$ cat config.mk
export PLATFORM = sky130hd
export DESIGN_NAME = conv3x3_batchnorm_leaky_relu
export DESIGN_NICKNAME = d
export VERILOG_FILES = /design/src/rtl/cbl_pkg.sv /design/src/rtl/cbl_ctrl.sv /design/src/rtl/cbl_datapath.sv /design/src/rtl/conv3x3_batchnorm_leaky_relu.sv
export SDC_FILE = /design/constraint.sdc
export NUM_CORES = 2
export LEC_CHECK = 0
export ABC_CLOCK_PERIOD_IN_PS = 6600
export BUFFER_PORTS_ARGS = -buffer_cell sky130_fd_sc_hd__buf_2
export CAP_MARGIN = 0
export CORE_MARGIN = 10
export CORE_UTILIZATION = 44
export CTS_BUF_LIST = sky130_fd_sc_hd__clkbuf_8
export DETAILED_ROUTE_END_ITERATION = 7
export MAX_ROUTING_LAYER = met4
export SLEW_MARGIN = 25
export SYNTH_ARGS = -nofsm -noshare
export SYNTH_HDL_FRONTEND = slang
export SYNTH_SLANG_ARGS = --single-unit
$ cat constraint.sdc
create_clock -name clk -period 6.6 [get_ports clk]
set_input_delay 0.33 -clock clk [delete_from_list [all_inputs] [get_ports clk]]
set_output_delay 0.33 -clock clk [all_outputs]
set_load 0.01 [all_outputs]
$ cat src/rtl/cbl_pkg.sv
// Shared types and constants for the 3x3 convolution / batch norm / LeakyReLU block.
// Used by cbl_ctrl, cbl_datapath and conv3x3_batchnorm_leaky_relu; depends on nothing.
`default_nettype none

package cbl_pkg;

  // Default frame limits (line store depth and row counter range)
  localparam int DEFAULT_MAX_WIDTH  = 64;
  localparam int DEFAULT_MAX_HEIGHT = 64;

  // Fixed field widths
  localparam int PIX_W    = 8;
  localparam int COORD_W  = 6;
  localparam int CFG_IDX_W = 3;
  localparam int CFG_DATA_W = 24;
  localparam int SIZE_W   = 7;

  // Configuration register indexes
  localparam logic [CFG_IDX_W-1:0] REG_WEIGHTS_TOP    = 3'd0;
  localparam logic [CFG_IDX_W-1:0] REG_WEIGHTS_MIDDLE = 3'd1;
  localparam logic [CFG_IDX_W-1:0] REG_WEIGHTS_BOTTOM = 3'd2;
  localparam logic [CFG_IDX_W-1:0] REG_NORM_SCALE     = 3'd3;
  localparam logic [CFG_IDX_W-1:0] REG_NORM_BIAS      = 3'd4;
  localparam logic [CFG_IDX_W-1:0] REG_FRAME_WIDTH    = 3'd5;
  localparam logic [CFG_IDX_W-1:0] REG_FRAME_HEIGHT   = 3'd6;

  // Configuration reset values
  localparam logic [7:0]        RESET_NORM_SCALE   = 8'd64;
  localparam logic [7:0]        RESET_NORM_BIAS    = 8'd0;
  localparam logic [SIZE_W-1:0] RESET_FRAME_WIDTH  = 7'd8;
  localparam logic [SIZE_W-1:0] RESET_FRAME_HEIGHT = 7'd8;

  // Center selection: previous row/column or current one
  localparam logic SEL_PREV = 1'b0;
  localparam logic SEL_CUR  = 1'b1;

  typedef enum logic [2:0] {
    ST_IDLE,
    ST_LOAD,
    ST_MAC,
    ST_SCALE,
    ST_EMIT
  } state_t;

  // Commands from controller to datapath
  typedef struct packed {
    logic       capture;   // input beat accepted: latch pixel and position, read line stores
    logic       load;      // shift window, write line stores, advance position
    logic       mac_en;    // accumulate one kernel tap
    logic       scale_en;  // apply batch norm scale
    logic       emit;      // write result into output register
    logic       last;      // final result of this input beat
    logic       row_sel;
    logic       col_sel;
    logic [1:0] kr;
    logic [1:0] kc;
  } cmd_t;

  // Status from datapath to controller
  typedef struct packed {
    logic row_prev;  // a center exists on the row above
    logic row_cur;   // a center exists on the current row (last row)
    logic col_prev;  // a center exists on the column to the left
    logic col_cur;   // a center exists on the current column (last column)
    logic out_free;  // output register can take a result this cycle
  } status_t;

endpackage

`default_nettype wire

$ cat src/rtl/cbl_ctrl.sv
// Controller FSM: sequences window load, tap accumulation, scaling and result beats.
// Depends on cbl_pkg for state, command and status types.
`default_nettype none

module cbl_ctrl
  import cbl_pkg::*;
(
  input  wire logic    clk,
  input  wire logic    rst,
  input  wire logic    in_valid,
  output logic         in_ready,
  input  wire status_t status,
  output cmd_t         cmd
);

  state_t     state, state_next;
  logic       row_sel, row_sel_next;
  logic       col_sel, col_sel_next;
  logic [1:0] kr, kr_next;
  logic [1:0] kc, kc_next;

  logic any_center;
  logic first_row, first_col;
  logic next_col, next_row;

  // Center enumeration: rows outer, columns inner, in raster order
  assign any_center = (status.row_prev | status.row_cur) & (status.col_prev | status.col_cur);
  assign first_row  = status.row_prev ? SEL_PREV : SEL_CUR;
  assign first_col  = status.col_prev ? SEL_PREV : SEL_CUR;
  assign next_col   = (col_sel == SEL_PREV) & status.col_cur;
  assign next_row   = (row_sel == SEL_PREV) & status.row_cur;

  // State and counter registers
  always_ff @(posedge clk) begin
    if (rst) begin
      state   <= ST_IDLE;
      row_sel <= SEL_PREV;
      col_sel <= SEL_PREV;
      kr      <= 2'd0;
      kc      <= 2'd0;
    end else begin
      state   <= state_next;
      row_sel <= row_sel_next;
      col_sel <= col_sel_next;
      kr      <= kr_next;
      kc      <= kc_next;
    end
  end

  // Next state and commands
  always_comb begin
    state_next   = state;
    row_sel_next = row_sel;
    col_sel_next = col_sel;
    kr_next      = kr;
    kc_next      = kc;
    in_ready     = 1'b0;
    cmd          = '0;
    cmd.row_sel  = row_sel;
    cmd.col_sel  = col_sel;
    cmd.kr       = kr;
    cmd.kc       = kc;
    cmd.last     = ~(next_col | next_row);

    case (state)
      ST_IDLE: begin
        in_ready = 1'b1;
        if (in_valid) begin
          cmd.capture = 1'b1;
          state_next  = ST_LOAD;
        end
      end
      ST_LOAD: begin
        cmd.load     = 1'b1;
        row_sel_next = first_row;
        col_sel_next = first_col;
        kr_next      = 2'd0;
        kc_next      = 2'd0;
        state_next   = any_center ? ST_MAC : ST_IDLE;
      end
      ST_MAC: begin
        cmd.mac_en = 1'b1;
        if (kc == 2'd2) begin
          kc_next = 2'd0;
          if (kr == 2'd2) begin
            kr_next    = 2'd0;
            state_next = ST_SCALE;
          end else begin
            kr_next = kr + 2'd1;
          end
        end else begin
          kc_next = kc + 2'd1;
        end
      end
      ST_SCALE: begin
        cmd.scale_en = 1'b1;
        state_next   = ST_EMIT;
      end
      ST_EMIT: begin
        // Hold until the output register frees up
        if (status.out_free) begin
          cmd.emit = 1'b1;
          if (next_col) begin
            col_sel_next = SEL_CUR;
            state_next   = ST_MAC;
          end else if (next_row) begin
            row_sel_next = SEL_CUR;
            col_sel_next = first_col;
            state_next   = ST_MAC;
          end else begin
            state_next = ST_IDLE;
          end
        end
      end
      default: begin
        state_next = ST_IDLE;
      end
    endcase
  end

endmodule

`default_nettype wire

$ cat src/rtl/cbl_datapath.sv
// Datapath: config registers, line stores, 3x3 window, MAC, batch norm, LeakyReLU, output register.
// Depends on cbl_pkg for command/status types and register indexes.
`default_nettype none

module cbl_datapath
  import cbl_pkg::*;
#(
  parameter int MAX_WIDTH  = DEFAULT_MAX_WIDTH,
  parameter int MAX_HEIGHT = DEFAULT_MAX_HEIGHT
) (
  input  wire logic                         clk,
  input  wire logic                         rst,
  input  wire logic                         cfg_write,
  input  wire logic [CFG_IDX_W-1:0]         cfg_index,
  input  wire logic [CFG_DATA_W-1:0]        cfg_data,
  input  wire logic signed [PIX_W-1:0]      pixel_in,
  input  wire cmd_t                         cmd,
  output status_t                           status,
  output logic                              out_valid,
  input  wire logic                         out_ready,
  output logic signed [PIX_W-1:0]           pixel_out,
  output logic [COORD_W-1:0]                out_row,
  output logic [COORD_W-1:0]                out_col,
  output logic                              last_of_run
);

  localparam int CW = $clog2(MAX_WIDTH);
  localparam int RW = $clog2(MAX_HEIGHT);

  // Configuration registers
  logic [CFG_DATA_W-1:0] weights_top_row, weights_middle_row, weights_bottom_row;
  logic signed [7:0]     norm_scale, norm_bias;
  logic [SIZE_W-1:0]     frame_width, frame_height;

  always_ff @(posedge clk) begin
    if (rst) begin
      weights_top_row    <= '0;
      weights_middle_row <= '0;
      weights_bottom_row <= '0;
      norm_scale         <= RESET_NORM_SCALE;
      norm_bias          <= RESET_NORM_BIAS;
      frame_width        <= RESET_FRAME_WIDTH;
      frame_height       <= RESET_FRAME_HEIGHT;
    end else if (cfg_write) begin
      case (cfg_index)
        REG_WEIGHTS_TOP:    weights_top_row    <= cfg_data;
        REG_WEIGHTS_MIDDLE: weights_middle_row <= cfg_data;
        REG_WEIGHTS_BOTTOM: weights_bottom_row <= cfg_data;
        REG_NORM_SCALE:     norm_scale         <= cfg_data[7:0];
        REG_NORM_BIAS:      norm_bias          <= cfg_data[7:0];
        REG_FRAME_WIDTH:    frame_width        <= cfg_data[SIZE_W-1:0];
        REG_FRAME_HEIGHT:   frame_height       <= cfg_data[SIZE_W-1:0];
        default: ;
      endcase
    end
  end

  // Clamp frame size: zero acts as one, large values saturate
  logic [CW-1:0] last_col;
  logic [RW-1:0] last_row;

  always_comb begin
    if (frame_width == '0) begin
      last_col = '0;
    end else if (int'(frame_width) > MAX_WIDTH) begin
      last_col = CW'(MAX_WIDTH - 1);
    end else begin
      last_col = CW'(frame_width - 7'd1);
    end
    if (frame_height == '0) begin
      last_row = '0;
    end else if (int'(frame_height) > MAX_HEIGHT) begin
      last_row = RW'(MAX_HEIGHT - 1);
    end else begin
      last_row = RW'(frame_height - 7'd1);
    end
  end

  // Position of the next pixel, clamped to the current frame size
  logic [CW-1:0] col_count, cur_col, item_c;
  logic [RW-1:0] row_count, cur_row, item_r;
  logic signed [PIX_W-1:0] pix_q;

  assign cur_col = (col_count > last_col) ? last_col : col_count;
  assign cur_row = (row_count > last_row) ? last_row : row_count;

  always_ff @(posedge clk) begin
    if (rst) begin
      col_count <= '0;
      row_count <= '0;
    end else if (cmd.load) begin
      if (item_c == last_col) begin
        col_count <= '0;
        row_count <= (item_r == last_row) ? '0 : item_r + 1'b1;
      end else begin
        col_count <= item_c + 1'b1;
        row_count <= item_r;
      end
    end
  end

  always_ff @(posedge clk) begin
    if (cmd.capture) begin
      pix_q  <= pixel_in;
      item_c <= cur_col;
      item_r <= cur_row;
    end
  end

  // Line stores: read at the accepted beat, write back during load
  logic [PIX_W-1:0] older_mem [MAX_WIDTH];
  logic [PIX_W-1:0] newer_mem [MAX_WIDTH];
  logic [PIX_W-1:0] older_rd, newer_rd;

  always_ff @(posedge clk) begin
    if (cmd.capture) begin
      older_rd <= older_mem[cur_col];
      newer_rd <= newer_mem[cur_col];
    end
    if (cmd.load) begin
      older_mem[item_c] <= newer_rd;
      newer_mem[item_c] <= pix_q;
    end
  end

  // 3x3 window: clear at column zero, shift left, load new column
  logic [PIX_W-1:0] win [3][3];

  always_ff @(posedge clk) begin
    if (cmd.load) begin
      for (int k = 0; k < 3; k++) begin
        win[k][0] <= (item_c == '0) ? '0 : win[k][1];
        win[k][1] <= (item_c == '0) ? '0 : win[k][2];
      end
      win[0][2] <= older_rd;
      win[1][2] <= newer_rd;
      win[2][2] <= pix_q;
    end
  end

  // Status for center enumeration
  assign status.row_prev = (item_r != '0);
  assign status.row_cur  = (item_r == last_row);
  assign status.col_prev = (item_c != '0);
  assign status.col_cur  = (item_c == last_col);
  assign status.out_free = ~out_valid | out_ready;

  // Tap selection: window row/column of kernel tap for the chosen center
  logic [1:0]              wr, wc;
  logic                    row_ok, col_ok;
  logic signed [PIX_W-1:0] tap, wt;
  logic [CFG_DATA_W-1:0]   wrow;
  logic signed [15:0]      prod;
  logic [7:0]              term;
  logic [7:0]              acc;

  assign wr = cmd.kr + {1'b0, cmd.row_sel};
  assign wc = cmd.kc + {1'b0, cmd.col_sel};

  // Neighbor inside the frame: position + window index - 2 must not be negative
  assign row_ok = ({1'b0, item_r} + (RW+1)'(wr)) >= (RW+1)'(2);
  assign col_ok = ({1'b0, item_c} + (CW+1)'(wc)) >= (CW+1)'(2);

  always_comb begin
    case ({wr, wc})
      4'b0000: tap = win[0][0];
      4'b0001: tap = win[0][1];
      4'b0010: tap = win[0][2];
      4'b0100: tap = win[1][0];
      4'b0101: tap = win[1][1];
      4'b0110: tap = win[1][2];
      4'b1000: tap = win[2][0];
      4'b1001: tap = win[2][1];
      4'b1010: tap = win[2][2];
      default: tap = '0;
    endcase
    case (cmd.kr)
      2'd0:    wrow = weights_top_row;
      2'd1:    wrow = weights_middle_row;
      default: wrow = weights_bottom_row;
    endcase
    case (cmd.kc)
      2'd0:    wt = wrow[7:0];
      2'd1:    wt = wrow[15:8];
      default: wt = wrow[23:16];
    endcase
  end

  // Only the low byte of the sum matters, so accumulate in 8 bits
  assign prod = tap * wt;
  assign term = (row_ok & col_ok) ? prod[7:0] : 8'd0;

  always_ff @(posedge clk) begin
    if (cmd.mac_en) begin
      acc <= ((cmd.kr == 2'd0 && cmd.kc == 2'd0) ? 8'd0 : acc) + term;
    end
  end

  // Batch norm scale: Q7 product, arithmetic shift right by seven
  logic signed [15:0] scale_prod;
  logic signed [8:0]  scaled;

  assign scale_prod = $signed(acc) * norm_scale;

  always_ff @(posedge clk) begin
    if (cmd.scale_en) begin
      scaled <= scale_prod[15:7];
    end
  end

  // Bias and LeakyReLU
  logic signed [9:0]       bn;
  logic signed [PIX_W-1:0] act;

  assign bn  = 10'(scaled) + 10'(norm_bias);
  assign act = bn[9] ? {bn[9], bn[9:3]} : bn[7:0];

  // Output register
  always_ff @(posedge clk) begin
    if (rst) begin
      out_valid <= 1'b0;
    end else if (cmd.emit) begin
      out_valid <= 1'b1;
    end else if (out_ready) begin
      out_valid <= 1'b0;
    end
  end

  always_ff @(posedge clk) begin
    if (cmd.emit) begin
      pixel_out   <= act;
      out_row     <= COORD_W'((cmd.row_sel == SEL_CUR) ? item_r : item_r - 1'b1);
      out_col     <= COORD_W'((cmd.col_sel == SEL_CUR) ? item_c : item_c - 1'b1);
      last_of_run <= cmd.last;
    end
  end

endmodule

`default_nettype wire

$ cat src/rtl/conv3x3_batchnorm_leaky_relu.sv
// Top level: 3x3 convolution with batch norm and LeakyReLU over a raster pixel stream.
// Instantiates cbl_ctrl and cbl_datapath; depends on cbl_pkg.
//
//   Channel  | Handshake              | Payload
//   ---------+------------------------+-------------------------------------------
//   input    | in_valid / in_ready    | pixel_in
//   output   | out_valid / out_ready  | pixel_out, out_row, out_col, last_of_run
//   config   | cfg_write              | cfg_index, cfg_data
//
// An input beat is captured and loaded into the window; then for each of its results
// (0 to 4 results) one shared 8x8 multiplier walks the nine kernel taps, then a scale
// step and an emit step follow. The next beat is accepted once the previous one has
// handed its last result to the output register, even if that result is still waiting
// to be taken. A stalled output holds the sequencer in its emit step. Synchronous reset
// clears position counters and restores config defaults; line stores are not cleared.
`default_nettype none

module conv3x3_batchnorm_leaky_relu
  import cbl_pkg::*;
#(
  parameter int MAX_WIDTH  = DEFAULT_MAX_WIDTH,
  parameter int MAX_HEIGHT = DEFAULT_MAX_HEIGHT
) (
  input  wire logic                    clk,
  input  wire logic                    rst,
  input  wire logic                    cfg_write,
  input  wire logic [CFG_IDX_W-1:0]    cfg_index,
  input  wire logic [CFG_DATA_W-1:0]   cfg_data,
  input  wire logic                    in_valid,
  output logic                         in_ready,
  input  wire logic signed [PIX_W-1:0] pixel_in,
  output logic                         out_valid,
  input  wire logic                    out_ready,
  output logic signed [PIX_W-1:0]      pixel_out,
  output logic [COORD_W-1:0]           out_row,
  output logic [COORD_W-1:0]           out_col,
  output logic                         last_of_run
);

  cmd_t    cmd;
  status_t status;

  cbl_ctrl u_ctrl (
    .clk      (clk),
    .rst      (rst),
    .in_valid (in_valid),
    .in_ready (in_ready),
    .status   (status),
    .cmd      (cmd)
  );

  cbl_datapath #(
    .MAX_WIDTH  (MAX_WIDTH),
    .MAX_HEIGHT (MAX_HEIGHT)
  ) u_datapath (
    .clk         (clk),
    .rst         (rst),
    .cfg_write   (cfg_write),
    .cfg_index   (cfg_index),
    .cfg_data    (cfg_data),
    .pixel_in    (pixel_in),
    .cmd         (cmd),
    .status      (status),
    .out_valid   (out_valid),
    .out_ready   (out_ready),
    .pixel_out   (pixel_out),
    .out_row     (out_row),
    .out_col     (out_col),
    .last_of_run (last_of_run)
  );

endmodule

`default_nettype wire
==> results.txt <==
The max capacitance violation total came out at 0. For hold timing, the worst endpoint is u_datapath.weights_top_row[17]. The violation count after the first detailed-routing iteration came out at 6,470.

The sequential share of the synthesized area is roughly three fifths. Yosys printed 0 warnings. Counting every net in the synthesized netlist gives 6,052. The maximum number of buffers from clock root to sink is 3. TritonCTS built the clock tree. The launch instance of the worst min-delay path is cfg_data[17]. Synthesis produced a netlist whose cell count is 5,858. The worst setup path is launched from a register. At the later pin of the worst-skew pair, clock insertion delay measures 1.00 ns. The clock arrives with a little under 0.07 ns of skew. Detailed placement finished with a half-perimeter wire length of ~120,000 um. The floorplan step defined a die boundary enclosing between 150,000 and 200,000 um2. The number of max-slew violations in the final report is 0. The number of antenna violations at the first check in global routing came out at 7. The number of global-route vias before repair came out at ~48,000. The number of endpoints with negative hold slack in the final report is 0. The post-route standard cell area excluding fillers came out at 71,600 um2. Measured along the y axis, the die boundary spans between 400 and 500 um. Port buffering added between 60 and 70 buffers. The maximum operating frequency is around 160 MHz. Across all register-to-register paths, the minimum setup slack is 0.26 ns.

The critical path data arrival time came out at 7.06 ns. The count of pins on the block boundary came out at 63. Entering global routing, the biggest net connects 212 pins. The flow ran to the end, but the final reports show violations.

The minimum clock period came out at 6.34 ns. Setup repair after global routing left no endpoint under its margin. Synthesis instantiated 71 different standard cells from the library. The wire length of the first global-routing pass came out at approximately 310,000 um. The measured slew at the worst slew-check pin is 1.43 ns. The sequential cell area came out at between 30,000 and 40,000 um2. The synthesized flop and latch total came out at between 1,000 and 1,500. The die boundary width came out at 402 um.

In this run the worst hold path is classified as in2reg. The worst register-to-register path begins at u_datapath.frame_width[2]. Cells with a size suffix above 1 make up 10.4% of the layout. The placement row count is between 100 and 150. Once the floorplan was initialized, standard cells occupied between 40% and 50% of the core. The static leakage came out at roughly 0.024 uW.

The number of clock sinks came out at between 1,000 and 1,500. The dominant register cell in the synthesized netlist is sky130_fd_sc_hd__edfxtp_1. The final global-route overflow total came out at 0. The number of cells on the worst reg-to-reg path is 16. In this run the critical register-to-register path is captured at u_datapath.older_rd[6]. The clock edge transition at the registers on the reported setup and hold paths came out at about 0.07 ns. The combined area of all synthesized cells came out at 64,300 um2. The placed instance area came out at 67,200 um2. In the layout the commonest cells are sky130_fd_sc_hd__edfxtp_1, sky130_fd_sc_hd__nand2_1, sky130_fd_sc_hd__a211oi_1. The cell sitting at the root of the clock tree is a sky130_fd_sc_hd__clkbuf_8. The number of fill cells in the layout came out at between 10,000 and 15,000.

The relative max-transition margin is under 10%. The global routing usage summed across all routing layers came out at between 20 and 30%. Compared with the post-synthesis result, the final layout area differs by 11.4%. VDD sags by at most 228 uV. The final reports fail on DRC.

The library cell used most frequently in the layout, excluding fill and tap cells, is sky130_fd_sc_hd__edfxtp_1. The proportion of synthesized flip-flops having asynchronous set or reset is 0%. The multi-input combinational cells in the finished layout cover a total of 24,300 um2. The worst setup path is of the reg2reg kind. The worst endpoint required time is around 7.3 ns.

Power spread over the standard cell area amounts to approximately 310 nW/um2. The number of remaining DRC errors is 1. Along the worst hold path, the cell count comes to 4. The highest net fanout along the worst path came out at between 70 and 80. The first TritonRoute pass finished after 8 iterations. The core area came out at 145,000 um2. Using the TritonRoute via totals, the vias-per-cell ratio works out to 6.33. The final-report setup violation count came out at 0. The average instance in the mapped netlist occupies approximately 11 um2. The setup TNS after final layout came out at 0 ns. For this block, the routed nets add up to approximately 210,000 um of wire. The number of nets in the layout came out at between 6,000 and 7,000.

The worst setup path is captured at a register. The total number of vias is between 50,000 and 60,000. The H-tree depth reported by CTS came out at 4. The fraction of the cycle the final worst path needs is 96.1%.

The post-cts resize count came out at 0. The number of antenna-violating nets in the routed design came out at 0. In the final routed layout, each cell accounts on average for approximately 27 um. The number of synthesized flops with an enable pin is ~1,200.

The final RePlAce weighted congestion is 0.851. Buffers inserted during clock tree synthesis total roughly 210.
==> critical path, stage by stage (launching register included) <==
cell	delay (ns)
sky130_fd_sc_hd__dfxtp_1	0.35
sky130_fd_sc_hd__or4_1	0.72
sky130_fd_sc_hd__o21a_4	0.27
sky130_fd_sc_hd__buf_4	0.29
sky130_fd_sc_hd__o21ai_2	0.33
sky130_fd_sc_hd__ha_1	0.16
sky130_fd_sc_hd__and4_1	0.36
sky130_fd_sc_hd__a221o_4	0.30
sky130_fd_sc_hd__buf_4	0.35
sky130_fd_sc_hd__buf_4	0.78
sky130_fd_sc_hd__a22oi_1	0.21
sky130_fd_sc_hd__o211ai_1	0.22
sky130_fd_sc_hd__a21oi_1	0.13
sky130_fd_sc_hd__buf_4	0.18
sky130_fd_sc_hd__nor4_1	0.80
sky130_fd_sc_hd__o22ai_1	0.21
sky130_fd_sc_hd__a221o_1	0.34
==> where the power goes <==
group / internal (uW) / total [uW] / switching (uW)
Clock: 3140 / 6560 / 3420
Sequential: 9590 / 9810 / 223
Combinational: 1780 / 6050 / 4270
==> synthesized netlist by cell type, drive strengths merged (5+ instances only) <==
| master | instances | area, um2 |
|---|---|---|
| edfxtp | 1170 | 35100 |
| a21o | 9 | 67.6 |
| mux4 | 8 | 180 |
| inv | 131 | 492 |
| o22ai | 144 | 901 |
| a211oi | 388 | 2910 |
| o21ai | 284 | 1430 |
| nor2b | 19 | 119 |
| clkbuf | 474 | 1780 |
| or2 | 11 | 68.8 |
| and4 | 13 | 114 |
| a31oi | 5 | 31.3 |
| nor2 | 141 | 529 |
| nand2 | 1038 | 3900 |
| nand4 | 17 | 106 |
| mux2i | 15 | 150 |
| a21oi | 266 | 1330 |
| a311oi | 129 | 1130 |
| or4 | 35 | 263 |
| buf | 77 | 333 |
| a221oi | 5 | 50.0 |
| a22oi | 273 | 2050 |
| fa | 67 | 1340 |
| ha | 87 | 1090 |
| o211ai | 142 | 1070 |
| o31ai | 5 | 56.3 |
| nand3b | 7 | 52.6 |
| o21a | 7 | 53.8 |
| nor3b | 133 | 998 |
| and2 | 84 | 526 |
| mux2 | 26 | 293 |
| and3 | 17 | 106 |
| dfxtp | 124 | 2480 |
| nor4 | 39 | 244 |
| xor2 | 21 | 184 |
| xnor2 | 59 | 517 |
| nand2b | 18 | 113 |
| a221o | 18 | 180 |
| nor3 | 24 | 125 |
| o21bai | 7 | 52.6 |
| nand3 | 287 | 1440 |
==> final cells by class <==
cell class | count | share of cell area, %
antenna | 4 | 0.0140
clock buffer | 211 | 4.05
clock inverter | 169 | 1.32
inverter | 132 | 0.707
multi-input combinational | 3881 | 33.9
sequential | 1294 | 52.5
tap | 1917 | 3.35
timing repair buffer | 335 | 4.15
==> logic make-up after synthesis <==
logic type | share of synthesized area (%)
simple gates | 13.7
compound gates | 17.9
flops | 58.5
buf+inv | 4.05
fa+ha+maj | 3.78
xor+xnor | 1.16
mux | 0.969
==> metal layers <==
| metal | GRT usage [%] | share of wire (%) |
|---|---|---|
| met5 | - | 0 |
| met4 | 10.8 | 4.2 |
| met3 | 5.47 | 10 |
| met2 | 39.2 | 46 |
| met1 | 33.5 | 40 |
==> state kept, by name, summed over array words and instances, names as in the netlist, 9 cells and up <==
register and flops:
u_datapath.newer_mem 512, u_datapath.older_mem 512, u_datapath.scaled 9, u_datapath.weights_bottom_row 24, u_datapath.weights_middle_row 24, u_datapath.weights_top_row 24, u_datapath.win 72
==> per-stage QoR <==
step                      util (%)  setup slack (ns)  total power [uW]  hold slack (ns)  cells
after floorplan                  -             0.912             13200            0.400   5858
after global placement        46.2             0.451             15800            0.440   7504
after detailed placement      46.2             0.383             15900            0.442   7505
after CTS                     49.2             0.384             22400            0.120   7937
after global routing          49.3             0.129             23200            0.177   7943
final                         49.3             0.259             22400            0.193   7943
==> worst max-delay path by stage <==
stage	from	to	slack, ns	cells past startpoint
after global routing	u_datapath.frame_width[0]	u_datapath.older_rd[6]	0.13	18
final	u_datapath.frame_width[2]	u_datapath.older_rd[6]	0.26	16
after global placement	u_datapath.frame_width[2]	u_datapath.older_rd[6]	0.45	16
after CTS	u_datapath.frame_width[2]	u_datapath.older_rd[6]	0.38	16
after floorplan	u_ctrl.kr[0]	u_datapath.acc[7]	0.91	19
after detailed placement	u_datapath.frame_width[2]	u_datapath.older_rd[4]	0.38	15
==> timing repair <==
item,CTS,global route
endpoints found under the hold margin,114,0
hold buffers,52,0
setup buffers,0,0
Power figures use the tool's default switching activity.
